==> config.mk <==
export PLATFORM = sky130hd
export DESIGN_NAME = ycc2rgb_pixel
export DESIGN_NICKNAME = d
export VERILOG_FILES = /design/src/rtl/ycc2rgb_pkg.sv /design/src/rtl/ycc2rgb_pixel.sv
export SDC_FILE = /design/constraint.sdc
export NUM_CORES = 2
export LEC_CHECK = 0
export ABC_AREA = 1
export BUFFER_PORTS_ARGS = -buffer_cell sky130_fd_sc_hd__buf_2
export CORE_ASPECT_RATIO = 0.9
export CORE_MARGIN = 1.5
export CORE_UTILIZATION = 55
export CTS_CLUSTER_SIZE = 28
export DETAILED_ROUTE_END_ITERATION = 10
export PLACE_DENSITY = 0.7
export SKIP_CTS_REPAIR_TIMING = 1
export SLEW_MARGIN = 0
export SYNTH_ARGS = -nofsm -noshare
export SYNTH_HDL_FRONTEND = slang
export SYNTH_SLANG_ARGS = --single-unit
==> constraint.sdc <==
create_clock -name clock -period 5.9 [get_ports clock]
set_input_delay 0.295 -clock clock [delete_from_list [all_inputs] [get_ports clock]]
set_output_delay 0.295 -clock clock [all_outputs]
set_load 0.05 [all_outputs]
==> src/rtl/ycc2rgb_pkg.sv <==
`default_nettype none

package ycc2rgb_pkg;

   localparam int PIX_W      = 8;   // one sample or one colour value
   localparam int SMP_W      = 9;   // sample with offset removed, signed
   localparam int COEF_W     = 15;
   localparam int SHIFT_W    = 5;
   localparam int CSR_IDX_W  = 3;
   localparam int CSR_DATA_W = 15;
   localparam int PROD_W     = 25;  // coefficient times signed sample
   localparam int ACC_W      = 33;  // sum plus a rounding term up to 2^30

   localparam int LUMA_OFFSET   = 16;
   localparam int CHROMA_OFFSET = 128;
   localparam int PIXEL_MAX     = 255;

   typedef logic [CSR_IDX_W-1:0] csr_index_type;

   localparam csr_index_type REG_LUMA_GAIN   = 3'd0;
   localparam csr_index_type REG_CR_TO_RED   = 3'd1;
   localparam csr_index_type REG_CR_TO_GREEN = 3'd2;
   localparam csr_index_type REG_CB_TO_GREEN = 3'd3;
   localparam csr_index_type REG_CB_TO_BLUE  = 3'd4;
   localparam csr_index_type REG_FRAC_BITS   = 3'd5;

   typedef struct packed {
      logic [COEF_W-1:0]  luma_gain;
      logic [COEF_W-1:0]  cr_to_red;
      logic [COEF_W-1:0]  cr_to_green;
      logic [COEF_W-1:0]  cb_to_green;
      logic [COEF_W-1:0]  cb_to_blue;
      logic [SHIFT_W-1:0] frac_bits;
   } coef_type;

   localparam coef_type COEF_RESET = '{
      luma_gain:   15'd9535,
      cr_to_red:   15'd13074,
      cr_to_green: 15'd6660,
      cb_to_green: 15'd3203,
      cb_to_blue:  15'd16531,
      frac_bits:   5'd13
   };

   typedef struct packed {
      logic [PIX_W-1:0] red;
      logic [PIX_W-1:0] green;
      logic [PIX_W-1:0] blue;
   } rgb_type;

endpackage

`default_nettype wire

==> src/rtl/ycc2rgb_pixel.sv <==
`default_nettype none

// One pixel lane: products, sums with rounding, shift and clamp.
module ycc2rgb_pixel
   import ycc2rgb_pkg::*;
(
   input  wire logic                    clock,
   input  wire logic signed [SMP_W-1:0] y,
   input  wire logic signed [SMP_W-1:0] cb,
   input  wire logic signed [SMP_W-1:0] cr,
   input  wire coef_type                coef,
   output rgb_type                      rgb
);

   function automatic logic [PIX_W-1:0] clamp_px(input logic signed [ACC_W-1:0] q);
      logic [PIX_W-1:0] res;
      if (q[ACC_W-1]) begin
         res = '0;
      end else if (q[ACC_W-2:0] > (ACC_W-1)'(PIXEL_MAX)) begin
         res = PIX_W'(PIXEL_MAX);
      end else begin
         res = q[PIX_W-1:0];
      end
      return res;
   endfunction

   // stage A: products
   logic signed [PROD_W-1:0] base_ff, crr_ff, crg_ff, cbg_ff, cbb_ff;

   always_ff @(posedge clock) begin
      base_ff <= PROD_W'($signed({1'b0, coef.luma_gain}))   * PROD_W'(y);
      crr_ff  <= PROD_W'($signed({1'b0, coef.cr_to_red}))   * PROD_W'(cr);
      crg_ff  <= PROD_W'($signed({1'b0, coef.cr_to_green})) * PROD_W'(cr);
      cbg_ff  <= PROD_W'($signed({1'b0, coef.cb_to_green})) * PROD_W'(cb);
      cbb_ff  <= PROD_W'($signed({1'b0, coef.cb_to_blue}))  * PROD_W'(cb);
   end

   // stage B: sums plus half an LSB of the output
   logic signed [ACC_W-1:0] round_c;
   logic signed [ACC_W-1:0] red_acc_ff, green_acc_ff, blue_acc_ff;

   always_comb begin
      if (coef.frac_bits == '0) begin
         round_c = '0;
      end else begin
         round_c = ACC_W'(1) << (coef.frac_bits - SHIFT_W'(1));
      end
   end

   always_ff @(posedge clock) begin
      red_acc_ff   <= ACC_W'(base_ff) + ACC_W'(crr_ff) + round_c;
      green_acc_ff <= ACC_W'(base_ff) - ACC_W'(crg_ff) - ACC_W'(cbg_ff) + round_c;
      blue_acc_ff  <= ACC_W'(base_ff) + ACC_W'(cbb_ff) + round_c;
   end

   // stage C: floor shift and clamp
   rgb_type rgb_ff;

   always_ff @(posedge clock) begin
      rgb_ff.red   <= clamp_px(red_acc_ff   >>> coef.frac_bits);
      rgb_ff.green <= clamp_px(green_acc_ff >>> coef.frac_bits);
      rgb_ff.blue  <= clamp_px(blue_acc_ff  >>> coef.frac_bits);
   end

   assign rgb = rgb_ff;

endmodule

`default_nettype wire

==> impl_metrics.py <==
metrics = {
    "timing": {
        "fin_skew_ns": 0.0356,
        "timing.final.max_slew_violations": 0,
        "final_critical_path_share_of_the_clock_period": 0.803,
        "worst-slew-pin-transition_ns": 1.08,
        "rsz0062_at_grt": "no",
        "timing_hold_violations_final": 0,
        "post_layout_minimum_cycle_time_ns": 4.74,
        "fin_setup_tns_ns": 0,
        "fin_worst_hold_slack_ns": 0.0509,
        "slew_headroom": 0.279,
        "setup_violations": 0,
        "clock.fmax_ghz": 0.211,
    },
    "status": {
        "outcome": "complete, but fails checks",
        "violated_checks": "DRC",
    },
    "clocking": {
        "cts_max_path_buffers": 3,
        "cts_tree": "built",
        "cts-root-buf": "sky130_fd_sc_hd__clkbuf_16",
        "clk_transition_reported_paths_ns": 0.06,
        "tritoncts_sinks": 248,
        "cts_htree_levels": 1,
        "cts-buffers-inserted": 30,
        "clkLatencyLatePin_ns": 0.60,
    },
    "layout": {
        "nFillCells": 6945,
        "fin_nets": 6543,
        "synthToLayoutAreaGrowth_pct": 5.53,
        "layout-drive-gt1-share": 0.0481,
        "register_cell_area_after_layout_sq_um": 4960,
        "layout.cells.most_common": "sky130_fd_sc_hd__nand2_1",
        "highest_count_cells_in_the_layout_ignoring_fill_and_taps": "sky130_fd_sc_hd__nand2_1 (1,520), sky130_fd_sc_hd__inv_1 (974), sky130_fd_sc_hd__fa_1 (585)",
        "layout.core_utilization": 0.586,
        "multi_input_comb_area_sq_um": 30800,
    },
    "route": {
        "routed_via_density": 5.41,
        "wirelength_microns": 111000,
        "avgRoutedWirePerCell_microns": 17.3,
        "ant_nets": 0,
        "drt_first_pass_iters": 10,
        "drc": 3,
        "via_count": 34675,
        "drtIter0Drc": 3236,
    },
    "worst_setup_path": {
        "critPathRequiredTime_ns": 6.37,
        "setup.worst_path.start_class": "input port",
        "rr_startpoint": "base_ff[0]$_DFF_P_",
        "cp-end-kind": "flop",
        "worst_reg2reg_setup_slack_ns": 2.20,
        "critical_path.startpoint": "cr[8]",
        "critPathArrivalTime_ns": 5.21,
        "cp_max_fo": 12,
        "critical_path.reg2reg.endpoint": "green_acc_ff[32]$_DFF_P_",
        "timing.reg2reg.worst_path_depth": 14,
        "critical_path_class": "input port to flop",
    },
    "floorplan": {
        "design.die.area_sq_um": 75200,
        "core_area_sq_um": 72900,
        "number_of_primary_i_o_pins": 132,
        "rows": 94,
        "die_height_microns": 260,
        "floorplan.die.width_microns": 289,
        "initial_core_util": 0.555,
    },
    "place": {
        "hpwlAfterDp_microns": 92100,
        "gpl.final_weighted_congestion": 1.00,
        "io_buffer_count": 131,
    },
    "yosys": {
        "postSynthRegisterBits": 248,
        "mean_syn_cell_area_sq_um": 7.43,
        "syn_inst": 5443,
        "synth-edff-count": 0,
        "synth.top_cell.area_share": 0.289,
        "synth.area.top_cells": "sky130_fd_sc_hd__fa_1 (29%), sky130_fd_sc_hd__nand2_1 (14%), sky130_fd_sc_hd__ha_1 (13%)",
        "post_synth_instance_area_sq_um": 40500,
        "netlist.top_cell.by_area": "sky130_fd_sc_hd__fa_1",
        "synth_unique_cells": 52,
        "post_synthesis_sequential_area_ratio": 0.123,
        "ys_async_sr_fraction": 0,
        "ys_dominant_reg_cell": "sky130_fd_sc_hd__dfxtp_1",
        "yosysWarningCount": 0,
    },
    "global_routing": {
        "grt_antenna_before_repair": 7,
        "maximum_number_of_pins_on_one_net_before_global_route_repair": 90,
        "grt_pass1_wl_microns": 182000,
        "grt_usage": 0.304,
        "grt_overflow_total": 0,
        "first_global_vias": 33934,
    },
    "job": {
        "drv.max_cap_violation_count": 0,
    },
    "hold_path": {
        "worst_hold_path.endpoint": "base_ff[0]$_DFF_P_",
        "timing.hold.worst.class": "input port to flop",
        "hold_depth": 3,
        "min-delay-start": "coef[65]",
    },
}
-- through the flow --
stage / std cells / setup WS, ns / area, sq um
after floorplan: 5446 / 1.11 / 40500
after global placement: 6348 / 0.685 / 41700
after detailed placement: 6348 / 0.604 / 41700
after CTS: 6404 / 1.19 / 42700
after global routing: 6405 / 0.875 / 42700
final: 6405 / 1.16 / 42700
-- final cells by class --
| type | count | share of cell area |
|---|---|---|
| clock buffers | 31 | 0.0179 |
| repair buffers | 170 | 0.0223 |
| clock inverters | 25 | 0.00653 |
| multi-input cells | 3985 | 0.722 |
| diodes | 1 | 0.0000586 |
| flip-flops and latches | 248 | 0.116 |
| well taps | 960 | 0.0281 |
| inverters | 985 | 0.0867 |
-- logic make-up after synthesis --
logic type / share of synthesized area
AO/OA/AOI/OAI: 0.0711
XOR/XNOR: 0.0398
adder cells (fa/ha/maj): 0.422
buffers and inverters: 0.115
flip-flops: 0.123
other: 0.000186
AND/OR/NAND/NOR: 0.228
-- layer usage --
metal  wire [microns]  track usage  vias to the layer above
met2            49100        0.473                     1247
met5               38            0                        -
li1                 -            -                    16699
met1            50900        0.444                    16525
met3             7880       0.0422                      198
met4             3230       0.0822                        6
-- synth_stat cells (all sizes together), types with 6 or more instances --
library cell / number
nand4: 23
fa: 585
o211ai: 24
ha: 430
a21oi: 208
dfxtp: 248
inv: 981
o31ai: 7
buf: 67
o21bai: 23
clkbuf: 161
o21a: 6
xor2: 118
xnor2: 66
nor4: 9
a21o: 23
a211oi: 9
nand3: 375
nor3: 33
o21ai: 147
a31oi: 36
nand2: 1525
a221oi: 6
nor2: 278
or2: 24
-- worst max-delay path, stage by stage --
cell,delay (ns)
sky130_fd_sc_hd__buf_2,0.24
sky130_fd_sc_hd__inv_1,0.25
sky130_fd_sc_hd__or2_2,0.35
sky130_fd_sc_hd__fa_1,0.45
sky130_fd_sc_hd__fa_1,0.49
sky130_fd_sc_hd__inv_1,0.05
sky130_fd_sc_hd__fa_1,0.45
sky130_fd_sc_hd__fa_1,0.51
sky130_fd_sc_hd__fa_1,0.42
sky130_fd_sc_hd__ha_1,0.39
sky130_fd_sc_hd__and3_1,0.18
sky130_fd_sc_hd__nor2_1,0.06
sky130_fd_sc_hd__o21a_1,0.21
sky130_fd_sc_hd__o21bai_1,0.28
sky130_fd_sc_hd__a21oi_1,0.15
sky130_fd_sc_hd__or2_2,0.31
sky130_fd_sc_hd__nand3_1,0.07
sky130_fd_sc_hd__nand2_1,0.05
-- flip-flops by register name, indices dropped and copies added (netlist names), 25 cells and up --
name	count
crg_ff	25
base_ff	25
cbg_ff	25
red_acc_ff	33
green_acc_ff	33
blue_acc_ff	33
crr_ff	25
cbb_ff	25
-- how the worst max path moves through the flow --
stage / to / cells past startpoint / slack [ns]
after global placement: cbg_ff[21]$_DFF_P_ / 21 / 0.69
after detailed placement: crg_ff[21]$_DFF_P_ / 18 / 0.60
final: crg_ff[21]$_DFF_P_ / 18 / 1.16
after floorplan: cbg_ff[21]$_DFF_P_ / 21 / 1.11
after CTS: crg_ff[21]$_DFF_P_ / 18 / 1.19
after global routing: cbg_ff[21]$_DFF_P_ / 22 / 0.88
Power is left out: the tool's default activity adds up to more than one toggle a clock period on the data nets, which glitch-free logic cannot reach.
